`config.mk`:
```
export PLATFORM = sky130hd
export DESIGN_NAME = sliding_trimmed_mean_filter_flat
export DESIGN_NICKNAME = d
export VERILOG_FILES = /design/src/rtl/stmf_pkg.sv /design/src/rtl/stmf_if.sv /design/src/rtl/stmf_window_mem.sv /design/src/rtl/stmf_divider.sv /design/src/rtl/sliding_trimmed_mean_filter.sv /design/src/flat_wrapper.sv
export SDC_FILE = /design/constraint.sdc
export NUM_CORES = 1
export LEC_CHECK = 0
export BUFFER_PORTS_ARGS = -buffer_cell sky130_fd_sc_hd__buf_4
export CAP_MARGIN = 20
export CORE_MARGIN = 3
export CORE_UTILIZATION = 45
export CTS_CLUSTER_DIAMETER = 120
export DETAILED_ROUTE_END_ITERATION = 10
export GPL_ROUTABILITY_DRIVEN = 0
export SYNTH_ARGS = -nofsm -noshare
export SYNTH_HDL_FRONTEND = slang
export SYNTH_SLANG_ARGS = --single-unit
```
`constraint.sdc`:
```
create_clock -name clk_i -period 5 [get_ports clk_i]
set_clock_uncertainty 0.1 [all_clocks]
set_input_delay 1 -clock clk_i [delete_from_list [all_inputs] [get_ports clk_i]]
set_output_delay 1 -clock clk_i [all_outputs]
set_load 0.005 [all_outputs]
```
`src/rtl/stmf_pkg.sv`:
```
package stmf_pkg;

  localparam int MeanBits = 20;
  localparam int UsedBits = 4;
  localparam int FracBits = 4;

  typedef enum logic [2:0] {
    S_IDLE,
    S_KEY,
    S_SCAN,
    S_DIV,
    S_OUT
  } stmf_state_e;

endpackage

```
`src/rtl/stmf_if.sv`:
```
interface stmf_in_if #(
  parameter int SampleBits = 16
) ();
  logic                  valid;
  logic                  ready;
  logic [SampleBits-1:0] sample;

  modport source(output valid, output sample, input ready);
  modport sink(input valid, input sample, output ready);
endinterface

interface stmf_out_if ();
  import stmf_pkg::*;
  logic                valid;
  logic                ready;
  logic [MeanBits-1:0] trimmed_mean;
  logic [UsedBits-1:0] samples_used;

  modport source(output valid, output trimmed_mean, output samples_used, input ready);
  modport sink(input valid, input trimmed_mean, input samples_used, output ready);
endinterface

```
`src/rtl/stmf_window_mem.sv`:
```
module stmf_window_mem #(
  parameter int Depth = 15,
  parameter int Width = 16,
  parameter int AddrW = 4
) (
  input  logic             clk_i,
  input  logic             we_i,
  input  logic [AddrW-1:0] waddr_i,
  input  logic [Width-1:0] wdata_i,
  input  logic             re_a_i,
  input  logic [AddrW-1:0] raddr_a_i,
  output logic [Width-1:0] rdata_a_o,
  input  logic             re_b_i,
  input  logic [AddrW-1:0] raddr_b_i,
  output logic [Width-1:0] rdata_b_o
);

  logic [Width-1:0] mem [Depth];

  always_ff @(posedge clk_i) begin
    if (we_i) begin
      mem[waddr_i] <= wdata_i;
    end
  end

  always_ff @(posedge clk_i) begin
    if (re_a_i) begin
      rdata_a_o <= mem[raddr_a_i];
    end
  end

  always_ff @(posedge clk_i) begin
    if (re_b_i) begin
      rdata_b_o <= mem[raddr_b_i];
    end
  end

endmodule

```
`src/rtl/stmf_divider.sv`:
```
module stmf_divider #(
  parameter int NumW = 24,
  parameter int DenW = 4
) (
  input  logic            clk_i,
  input  logic            rst_ni,
  input  logic            start_i,
  input  logic [NumW-1:0] num_i,
  input  logic [DenW-1:0] den_i,
  output logic            done_o,
  output logic [NumW-1:0] quo_o
);

  localparam int CntW = $clog2(NumW + 1);

  logic            busy_q;
  logic [CntW-1:0] cnt_q;
  logic [DenW:0]   rem_q, rem_sh, rem_d;
  logic [NumW-1:0] quo_q;
  logic [DenW-1:0] den_q;
  logic            bit_d;
  logic            done_q;

  assign rem_sh = {rem_q[DenW-1:0], quo_q[NumW-1]};
  assign bit_d  = rem_sh >= {1'b0, den_q};
  assign rem_d  = bit_d ? rem_sh - {1'b0, den_q} : rem_sh;

  always_ff @(posedge clk_i or negedge rst_ni) begin
    if (!rst_ni) begin
      busy_q <= 1'b0;
      done_q <= 1'b0;
      cnt_q  <= '0;
    end else begin
      done_q <= 1'b0;
      if (start_i) begin
        busy_q <= 1'b1;
        cnt_q  <= '0;
      end else if (busy_q) begin
        cnt_q <= cnt_q + 1'b1;
        if (cnt_q == CntW'(NumW - 1)) begin
          busy_q <= 1'b0;
          done_q <= 1'b1;
        end
      end
    end
  end

  always_ff @(posedge clk_i) begin
    if (start_i) begin
      rem_q <= '0;
      quo_q <= num_i;
      den_q <= den_i;
    end else if (busy_q) begin
      rem_q <= rem_d;
      quo_q <= {quo_q[NumW-2:0], bit_d};
    end
  end

  assign done_o = done_q;
  assign quo_o  = quo_q;

endmodule

```
`src/rtl/sliding_trimmed_mean_filter.sv`:
```
// Sliding-window trimmed mean filter.
// in_i carries raw samples (valid/ready); out_o carries one result per
// sample: the truncated mean of the window (4 fractional bits), less the TRIM
// lowest and highest if over 2*TRIM are valid, and the count of valid entries.
// A sample is taken only while the block is idle. It is written into the
// window memory, then every valid entry is ranked against all others by a
// scan through the second read port of that memory, one comparison a cycle,
// and the kept entries are summed. A restoring divider, one quotient bit a
// cycle, forms the mean.
// The next sample is accepted once the result has been moved to the output register.
// The output register holds a result until out_o.ready; a stalled receiver
// holds the block in its final step but a new sample is still taken when the
// previous result is only waiting at the output.
// Reset empties the window: the count restarts at one and no entry is read
// before it has been written.
module sliding_trimmed_mean_filter #(
  parameter int WINDOW      = 15,
  parameter int TRIM        = 3,
  parameter int SAMPLE_BITS = 16
) (
  input  logic clk_i,
  input  logic rst_ni,
  stmf_in_if.sink    in_i,
  stmf_out_if.source out_o
);
  import stmf_pkg::*;

  localparam int PW      = (WINDOW > 1) ? $clog2(WINDOW) : 1;
  localparam int CW      = $clog2(WINDOW + 1);
  localparam int SW      = SAMPLE_BITS + CW;
  localparam int NW      = SW + FracBits;
  localparam int TwoTrim = 2 * TRIM;

  stmf_state_e state_q, state_d;

  logic [PW-1:0]          wp_q, wp_d, wp_inc;
  logic                   full_q, full_d;
  logic [CW-1:0]          count_q, count_d;
  logic [PW-1:0]          i_q, i_d, j_q, j_d;
  logic [CW-1:0]          rank_q, rank_d, rank_fin;
  logic [SW-1:0]          sum_q, sum_d;
  logic [CW-1:0]          used;
  logic                   keep, less, last_j;
  logic [SAMPLE_BITS-1:0] key, cand;
  logic                   in_acc;
  logic                   re_a, re_b;
  logic [PW-1:0]          raddr_b;
  logic                   div_start, div_done;
  logic [NW-1:0]          quo;
  logic                   out_valid_q;
  logic [MeanBits-1:0]    mean_q;
  logic [UsedBits-1:0]    used_out_q;
  logic                   out_load;

  assign in_i.ready = (state_q == S_IDLE);
  assign in_acc     = in_i.valid && in_i.ready;

  assign wp_inc = (int'(wp_q) == WINDOW - 1) ? '0 : wp_q + 1'b1;

  stmf_window_mem #(
    .Depth(WINDOW),
    .Width(SAMPLE_BITS),
    .AddrW(PW)
  ) u_mem (
    .clk_i    (clk_i),
    .we_i     (in_acc),
    .waddr_i  (wp_q),
    .wdata_i  (in_i.sample),
    .re_a_i   (re_a),
    .raddr_a_i(i_q),
    .rdata_a_o(key),
    .re_b_i   (re_b),
    .raddr_b_i(raddr_b),
    .rdata_b_o(cand)
  );

  // Stable rank: ties are ordered by slot index.
  assign less     = (cand < key) || ((cand == key) && (j_q < i_q));
  assign rank_fin = rank_q + CW'(less);
  assign last_j   = (CW'(j_q) == count_q - 1'b1);
  assign keep     = (int'(count_q) <= TwoTrim) ||
                    ((int'(rank_fin) >= TRIM) && (int'(rank_fin) < int'(count_q) - TRIM));
  assign used     = (int'(count_q) <= TwoTrim) ? count_q : CW'(int'(count_q) - TwoTrim);

  // The divide starts on the last scan cycle, so take the sum with the final key added.
  stmf_divider #(
    .NumW(NW),
    .DenW(CW)
  ) u_div (
    .clk_i  (clk_i),
    .rst_ni (rst_ni),
    .start_i(div_start),
    .num_i  ({sum_d, FracBits'(0)}),
    .den_i  (used),
    .done_o (div_done),
    .quo_o  (quo)
  );

  always_comb begin
    state_d   = state_q;
    wp_d      = wp_q;
    full_d    = full_q;
    count_d   = count_q;
    i_d       = i_q;
    j_d       = j_q;
    rank_d    = rank_q;
    sum_d     = sum_q;
    re_a      = 1'b0;
    re_b      = 1'b0;
    raddr_b   = '0;
    div_start = 1'b0;
    out_load  = 1'b0;
    unique case (state_q)
      S_IDLE: begin
        if (in_acc) begin
          wp_d   = wp_inc;
          full_d = full_q || (wp_inc == '0);
          if (full_d) begin
            count_d = CW'(WINDOW);
          end else begin
            count_d = CW'(wp_inc);
          end
          i_d     = '0;
          sum_d   = '0;
          state_d = S_KEY;
        end
      end
      S_KEY: begin
        re_a    = 1'b1;
        re_b    = 1'b1;
        raddr_b = '0;
        j_d     = '0;
        rank_d  = '0;
        state_d = S_SCAN;
      end
      S_SCAN: begin
        re_b    = 1'b1;
        raddr_b = j_q + 1'b1;
        j_d     = j_q + 1'b1;
        rank_d  = rank_fin;
        if (last_j) begin
          if (keep) begin
            sum_d = sum_q + SW'(key);
          end
          if (CW'(i_q) == count_q - 1'b1) begin
            state_d = S_DIV;
          end else begin
            i_d     = i_q + 1'b1;
            state_d = S_KEY;
          end
        end
      end
      S_DIV: begin
        if (div_done) begin
          state_d = S_OUT;
        end
      end
      S_OUT: begin
        if (!out_valid_q || out_o.ready) begin
          out_load = 1'b1;
          state_d  = S_IDLE;
        end
      end
      default: state_d = S_IDLE;
    endcase
    // Launch the divide as the scan completes.
    div_start = (state_q == S_SCAN) && (state_d == S_DIV);
  end

  always_ff @(posedge clk_i or negedge rst_ni) begin
    if (!rst_ni) begin
      state_q     <= S_IDLE;
      wp_q        <= '0;
      full_q      <= 1'b0;
      count_q     <= '0;
      out_valid_q <= 1'b0;
    end else begin
      state_q <= state_d;
      wp_q    <= wp_d;
      full_q  <= full_d;
      count_q <= count_d;
      if (out_load) begin
        out_valid_q <= 1'b1;
      end else if (out_o.ready) begin
        out_valid_q <= 1'b0;
      end
    end
  end

  always_ff @(posedge clk_i) begin
    i_q    <= i_d;
    j_q    <= j_d;
    rank_q <= rank_d;
    sum_q  <= sum_d;
    if (out_load) begin
      mean_q     <= MeanBits'(quo);
      used_out_q <= UsedBits'(count_q);
    end
  end

  assign out_o.valid        = out_valid_q;
  assign out_o.trimmed_mean = mean_q;
  assign out_o.samples_used = used_out_q;

  a_count_range: assert property (@(posedge clk_i) disable iff (!rst_ni)
    (state_q != S_IDLE) |-> (count_q != '0) && (int'(count_q) <= WINDOW))
    else $error("window count out of range");

  a_wp_range: assert property (@(posedge clk_i) disable iff (!rst_ni)
    int'(wp_q) < WINDOW)
    else $error("write pointer out of range");

  a_out_from_final: assert property (@(posedge clk_i) disable iff (!rst_ni)
    $rose(out_valid_q) |-> $past(state_q == S_OUT))
    else $error("result raised outside final step");

  a_full_sticky: assert property (@(posedge clk_i) disable iff (!rst_ni)
    full_q |=> full_q)
    else $error("window full flag dropped");

  a_div_done_state: assert property (@(posedge clk_i) disable iff (!rst_ni)
    div_done |-> (state_q == S_DIV))
    else $error("divider finished outside divide step");

endmodule

```
`src/flat_wrapper.sv`:
```
// flat-port wrapper written by rule: the top's interface ports become plain ports
module sliding_trimmed_mean_filter_flat import stmf_pkg::*;
#(
  parameter int WINDOW      = 15,
  parameter int TRIM        = 3,
  parameter int SAMPLE_BITS = 16
)
  (clk_i, rst_ni, in_i_valid, in_i_sample, in_i_ready, out_o_valid, out_o_trimmed_mean, out_o_samples_used, out_o_ready);
  stmf_in_if #(.SampleBits((16))) in_i_i ();
  stmf_out_if out_o_i ();
  input  logic clk_i;
  input  logic rst_ni;
  input wire logic [$bits(in_i_i.valid)-1:0] in_i_valid;
  input wire logic [$bits(in_i_i.sample)-1:0] in_i_sample;
  output wire logic [$bits(in_i_i.ready)-1:0] in_i_ready;
  output wire logic [$bits(out_o_i.valid)-1:0] out_o_valid;
  output wire logic [$bits(out_o_i.trimmed_mean)-1:0] out_o_trimmed_mean;
  output wire logic [$bits(out_o_i.samples_used)-1:0] out_o_samples_used;
  input wire logic [$bits(out_o_i.ready)-1:0] out_o_ready;
  assign in_i_i.valid = in_i_valid;
  assign in_i_i.sample = in_i_sample;
  assign in_i_ready = in_i_i.ready;
  assign out_o_valid = out_o_i.valid;
  assign out_o_trimmed_mean = out_o_i.trimmed_mean;
  assign out_o_samples_used = out_o_i.samples_used;
  assign out_o_i.ready = out_o_ready;
  sliding_trimmed_mean_filter #(.WINDOW(WINDOW), .TRIM(TRIM), .SAMPLE_BITS(SAMPLE_BITS)) u_core (.clk_i(clk_i), .rst_ni(rst_ni), .in_i(in_i_i), .out_o(out_o_i));
endmodule
```
After elaboration in Yosys (flattened, before gate mapping)
Memories as Yosys holds them, arrays and structs flattened. A register that Yosys moved wholly into a read port is not among the register bits.
Index checks and enable logic that the tools add are counted.

word-level totals
  bits in registers = 108
  latch bits = 0
  RAM bits = 240
  memory bits (read-only) = 0
  input port bits = 20
  output and inout port bits = 26
  word-level logic and storage cells = 105
  memories = 1

cells by class
  add/sub/neg operators = 10
  $mul = 0
  div/mod/pow operators = 0
  $lt $le $gt $ge = 6
  equality and inequality tests = 13
  shift operators = 0
  multiplexer cells = 39
  bitwise operators = 0
  reductions and logical operators = 18

memory list
  name              words  width  rd ports  clocked after memory_dff  wr ports  RTL line               text
  u_core.u_mem.mem  15     16     2         2                         1         stmf_window_mem.sv:18  logic [Width-1:0] mem [Depth];

operators by type and width
  operator             count
  $mux 20              3
  $mux 24              2
  $pmux 20 s2          1
  $lt 5x32->1          1
  $mux 4               8
  $pmux 4 s2           3
  $add 20x16->20       1
  $eq 16x16->1         1
  $lt 16x16->1         1
  $pmux 3 s5           1
  $mux 1               14
  $add 4x1->4 const B  3
  $mux 3               4
  $mux 5               2
  $eq 3x2->1 const B   3
  $eq 4x4->1           2
  $reduce_bool 2->1    4
  $add 5x1->5 const B  1
  $eq 5x5->1 const B   1
  $ge 5x4->1           1
  $sub 4x2->5 const B  1
  $add 4x1->4          1
  $eq 4x2->1 const B   1
  $ge 4x2->1 const B   1
  18 further kinds     25

Depth between registers and ports, before layout
  depth after elaboration = 11
  gate-level depth with buffers = 22
  depth with buffers taken out = 21

By module
Synthesis repeated with hierarchy kept, for this count alone.

second synthesis, totals
  cells, all modules = 1168
  area, all modules = 18047.3 µm²

by module, submodules not included
  module                       times used  cells an instance  area each (µm²)  seq. area each (µm²)
  stmf_window_mem              1           642                12006.5          8167.8
  sliding_trimmed_mean_filter  1           403                4256.6           1806.7
  stmf_divider                 1           123                1784.2           1096.1

Worst setup path before layout
No wires, ideal clock.

  path kind = register -> register
  start = reg u_core.i_q[3]
  end = reg u_core.u_div.quo_q[23] (netlist: u_core.u_div.quo_o[23]) (data pin)
  setup time = 0.158 ns
  arrival time = 4.050 ns
  data required time = 4.742 ns
  slack = 0.693 ns
  cell stages (with the launch flop) = 17
  cells stage by stage = edfxtp_1 -> inv_2 -> buf_1 -> ha_1 -> nor4_1 -> a32o_1 -> ha_1 -> ha_1 -> xor2_1 -> ha_1 -> o21ai_0 -> a21oi_1 -> a2111o_1 -> a211oi_2 -> nand4_1 -> or4_1 -> o211ai_1

on the way
  word-level cells in the longest chain between the ends = 11
  elaborated cells between the ends (all ways) = 18
  classes of those cells = 1 x add/sub; 3 x order compare; 2 x eq/ne; 7 x mux; 5 x reduce/logical

RTL lines
  item                                              RTL line                            text
  start: declaration                                sliding_trimmed_mean_filter.sv:39   logic [PW-1:0] i_q, i_d, j_q, j_d;
  start signal: assignment                          sliding_trimmed_mean_filter.sv:191  i_q <= i_d;
  $lt 4x4->1 *                                      sliding_trimmed_mean_filter.sv:78   assign less = (cand < key) || ((cand == key) && (j_q < i_q));
  $logic_and 1x1->1 *                               sliding_trimmed_mean_filter.sv:78
  $logic_or 1x1->1 *                                sliding_trimmed_mean_filter.sv:78
  $add 4x1->4 *                                     sliding_trimmed_mean_filter.sv:79   assign rank_fin = rank_q + CW'(less);
  via u_core.rank_fin[2]                            sliding_trimmed_mean_filter.sv:40   logic [CW-1:0] rank_q, rank_d, rank_fin;
  $lt 5x32->1 / $ge 4x2->1 (equally long branches)  sliding_trimmed_mean_filter.sv:82   ((int'(rank_fin) >= TRIM) && (int'(rank_fin) < int'(count_q) - TRIM));
  $logic_and 1x1->1 *                               sliding_trimmed_mean_filter.sv:82
  $logic_or 1x1->1 *                                sliding_trimmed_mean_filter.sv:81   assign keep = (int'(count_q) <= TwoTrim) ||
  $mux 20 *                                         sliding_trimmed_mean_filter.sv:142  if (keep) begin
  $mux 20 *                                         sliding_trimmed_mean_filter.sv:141  if (last_j) begin
  $pmux 20 s2 *                                     sliding_trimmed_mean_filter.sv:113  unique case (state_q)
  $mux 24 *                                         stmf_divider.sv:49                  if (start_i) begin
  end signal: assignment                            stmf_divider.sv:51                  quo_q <= num_i;
  end signal: assignment                            stmf_divider.sv:55                  quo_q <= {quo_q[NumW-2:0], bit_d};
  end: declaration                                  stmf_divider.sv:19                  logic [NumW-1:0] quo_q;

The timed path passes the listed nets; every way through them passes the cells marked *.
A chain may end at the register's enable or synchronous reset.

Worst setup path after layout
  start = reg u_core.u_mem.rdata_a_o[1] (read register of u_core.u_mem.mem)
  end = reg u_core.u_div.quo_q[22] (netlist: u_core.u_div.quo_o[22]) (data pin)

on the way
  word-level cells in the longest chain between the ends = 11
  elaborated cells between the ends (all ways) = 14
  classes of those cells = 2 x add/sub; 3 x order compare; 1 x eq/ne; 4 x mux; 4 x reduce/logical

RTL lines
  item                                                                  RTL line                            text
  start: declaration                                                    stmf_window_mem.sv:12               output logic [Width-1:0] rdata_a_o,
  parallel branches: the longest is 2 deep, another holds $lt 16x16->1  --
  $logic_or 1x1->1 *                                                    sliding_trimmed_mean_filter.sv:78
  $add 4x1->4 *                                                         sliding_trimmed_mean_filter.sv:79
  via u_core.rank_fin[2]                                                sliding_trimmed_mean_filter.sv:40
  $lt 5x32->1 / $ge 4x2->1 (equally long branches)                      sliding_trimmed_mean_filter.sv:82
  $logic_and 1x1->1 *                                                   sliding_trimmed_mean_filter.sv:82
  $logic_or 1x1->1 *                                                    sliding_trimmed_mean_filter.sv:81
  $mux 20 *                                                             sliding_trimmed_mean_filter.sv:142
  $mux 20 *                                                             sliding_trimmed_mean_filter.sv:141
  $pmux 20 s2 *                                                         sliding_trimmed_mean_filter.sv:113
  via u_core.sum_d[18]                                                  sliding_trimmed_mean_filter.sv:41   logic [SW-1:0] sum_q, sum_d;
  $mux 24 *                                                             stmf_divider.sv:49

Mark *: on every way through the listed nets, which the timed path passes.

==> summary.txt <==
Worst setup path
  – CP arrival: 4890 ps
  – Crit end category: flip-flop
  – Crit path cell chain: inv_1 > ha_1 > nor2b_1 > o21a_1 > o21a_1 > o211ai_1 > a21oi_1 > o21ai_0 > a32o_1 > ha_1 > ha_1 > xor2_1 > ha_1 > o21ai_0 > a21oi_1 > a2111o_1 > a211oi_2 > buf_4 > nand4_1 > mux2i_1 > a21o_1
  – Worst path bufs/invs: 2
  – Worst reg2reg path depth: 21
  – Worst setup path startpoint: u_core.u_mem.rdata_a_o[1]
  – FF-to-FF End: u_core.u_div.quo_o[22]
  – Crit-path max FO: 19
  – Crit-path max cell delay: 450 ps
  – CP max-delay cell: a2111o_1
  – Worst path required time: 5210 ps
  – Crit start category: flip-flop
  – R2R Setup Slk: between 300 and 400 ps
  – Critical path class: flip-flop to flip-flop
  – Worst r2r src: u_core.u_mem.rdata_a_o[1]
  – Delay-heaviest family, CP: compound AO/OA/AOI/OAI gates
  – CP most frequent cell: ha_1

Route
  – Iter 0 DRT Violations: 1076
  – # DRC: 0
  – Post-route ant nets: 0
  – DR vias/cell: 6.02
  – Drt pass-1 iters: 6
  – Via Count: 11807
  – Final WL: 46500 microns
  – Routed length per instance: 23.7 microns

Logic synthesis
  – Synth top area share: 55.0%
  – Synth Warn #: 0
  – Leading cell types by count after synthesis: edfxtp_1, nand2_1, mux4_2
  – Number of synthesized register bits: 380
  – Cell with the most instances after synthesis: edfxtp_1
  – Ys async rst share: 5.26%
  – Synth top area cells: edfxtp_1, mux4_2, nand2_1
  – Syn avg cell area: ~13 sq um
  – Synth Area in Simple Gates: under 10%
  – Mapped Cells: 1371
  – Adder-Cell Fraction of Synth Area: 3.95%
  – Syn Nets: roughly 1400
  – XOR/XNOR share of the synthesized area: 1.98%
  – Sequential area share after synthesis: around three fifths
  – Cell Area, Synth: between 15000 and 20000 sq um
  – Main combinational cell family by area after synthesis: multiplexers
  – Number of synthesized flops with an enable pin: 332
  – Post-synthesis mux area share: roughly a tenth
  – Area leader, netlist: edfxtp_1
  – Synth Area in Compound Gates: 10.4%
  – Synth cell types: 65
  – Primary FF master, synth: edfxtp_1

Timing
  – Final Max Slew Viols: 0
  – RSZ-0062 raised after global routing: false
  – Setup TNS: 0 ps
  – Setup violators final: 0
  – Highest clock rate: 213 MHz
  – Crit path time final: 4680 ps
  – Final worst slack: around 320 ps
  – Count of final hold-check violations: 0
  – Tcrit/Tclk final: 93.7%
  – Tightest Pin Transition: approximately 1100 ps
  – Rel. slew slack: 28.4%

Placement
  – Pre-CTS setup slack: 245 ps
  – Post-DP HPWL: 28400 microns
  – Post-Place Cells: 1885
  – Port Buffers: 45
  – Placed Area: ~19000 sq um

Floorplanning
  – # IOs: 46
  – Core area: 39200 sq um
  – Row cnt: 72
  – Total die area: 42700 sq um
  – Die H: 207 microns
  – Starting Density: a little under half
  – Die Wd: 207 microns

Final layout
  – Fill cells: approximately 3300
  – Area Growth Syn to Fin: 13.1%
  – Share of cells above drive strength 1: 16.5%
  – Antenna fix cells: 0
  – Final net count: 1489
  – Finished Layout Cells: 1961
  – Final Cell Area: 20500 sq um

GRT
  – Antenna violations before repair: 0
  – GRT overflow: 0
  – Vias in the first global route: 11694
  – Largest net degree at the start of global routing: 80
  – Global-route wire length before repair: 70800 microns
  – Total global-route track usage: 22.1%

Min path
  – Worst Hold Class: primary input to asynchronous set/reset pin

Pwr
  – Power per Cell Area: about 630 nW/um^2
  – VDD IR-drop max: ~390 uV
  – Pleak: around 7.5 nW

Job
  – Max-cap check violation count: 0

Clock tree
  – TritonCTS clock tree: yes
  – Worst skew pair latency: 570 ps
  – CTS H-tree depth: 2
  – Clk slew on worst S/H paths: roughly 60 ps
  – # clock sinks: 380
  – CTS max path bufs: 3
  – Hold Buf Count CTS: 0
  – Num CTS Buffers: 42
  – Postcts setup bufs: 0
  – Post-cts sizing count: 0
  – Root buf cell: clkbuf_16

Status
  – Run status: finished clean
metal layers:
layer / vias to the layer above / global-route usage (%) / share of wire (%)
met5: - / 0 / 0
met4: 0 / 7.87 / 2.9
met3: 82 / 3.54 / 7.2
met2: 459 / 35.3 / 47
met1: 5877 / 31.0 / 43
li1: 5389 / - / -
kinds of logic (layout without fill, tap and decap cells):
group	after synthesis	in the layout
multiplexers	110	110
adder cells (fa/ha/maj)	56	56
buffers and inverters	133	205
flip-flops	380	380
XOR/XNOR	37	37
AO/OA/AOI/OAI	274	274
AND/OR/NAND/NOR	381	381
worst max-delay path by stage:
stage / depth (start not counted) / to / slack [ps]
after floorplan: 16 / u_core.u_div.quo_o[23] / 690
after global placement: 20 / u_core.u_div.quo_o[18] / 320
after detailed placement: 20 / u_core.u_div.quo_o[18] / 250
after CTS: 20 / u_core.u_div.quo_o[18] / 220
after global routing: 22 / u_core.u_div.quo_o[22] / 0.9
final: 21 / u_core.u_div.quo_o[22] / 320
sequential cells by signal, indices dropped and copies added, names as in the netlist, 3 cells and up:
signal	count
u_core.u_mem.rdata_a_o	16
u_core.count_q	4
u_core.u_div.quo_o	24
u_core.i_q	4
u_core.state_q	3
u_core.rank_q	4
u_core.out_o.samples_used	4
u_core.u_mem.mem	240
u_core.wp_q	4
u_core.j_q	4
u_core.u_div.cnt_q	5
u_core.u_mem.rdata_b_o	16
u_core.u_div.rem_q	4
u_core.sum_q	20
u_core.u_div.den_q	4
u_core.out_o.trimmed_mean	20
report_power, final:
part           internal (W)  total (W)  switching, W
Sequential          0.00413    0.00451      0.000381
Clock               0.00176    0.00298       0.00122
Combinational       0.00204    0.00536       0.00333
Total               0.00792     0.0129       0.00493
worst reg2reg max path: cells and delay by family (launching register included):
| family | cells | cell delay [ps] |
|---|---|---|
| compound gates | 11 | 2030 |
| fa+ha+maj | 4 | 830 |
| mux | 1 | 150 |
| buf+inv | 2 | 370 |
| flops | 1 | 440 |
| xor+xnor | 1 | 250 |
| simple gates | 2 | 280 |
through the flow:
step / total power, W / hold WS (ps) / util [%]
final: 0.0129 / 227 / 52.4
after global routing: 0.0136 / 231 / 52.4
after CTS: 0.0129 / 209 / 52.3
after detailed placement: 0.00989 / 324 / 48.9
after global placement: 0.00983 / 325 / 48.9
after floorplan: 0.00808 / 318 / -
cell type report:
cell class,count,area [sq um],area share (%)
clock buffer,60,1190,5.80
clock inverter,14,140,0.683
sequential,380,11000,53.8
multi-input combinational,858,6640,32.4
inverter,44,165,0.805
timing repair buffer,87,698,3.40
tap,518,648,3.16
placed cells by master, fill, tap and decap left out, types with 14 or more instances in the layout:
master | netlist | layout
edfxtp_1 | 332 | 332
ha_1 | 54 | 54
a22o_1 | 15 | 15
clkbuf_16 | 0 | 43
mux4_2 | 64 | 64
a31oi_1 | 21 | 21
dfrtp_1 | 20 | 20
a311oi_1 | 18 | 18
and3_1 | 25 | 25
nand3_1 | 59 | 59
xor2_1 | 22 | 22
o221ai_1 | 43 | 43
nand2_1 | 192 | 191
inv_1 | 41 | 40
o21ai_0 | 48 | 48
a21o_1 | 14 | 14
mux2i_1 | 45 | 45
a211oi_1 | 16 | 16
nor2_1 | 52 | 43
dfxtp_1 | 28 | 28
a21oi_1 | 58 | 58
buf_4 | 1 | 84
Note: power is estimated with default switching activity, not from simulation.
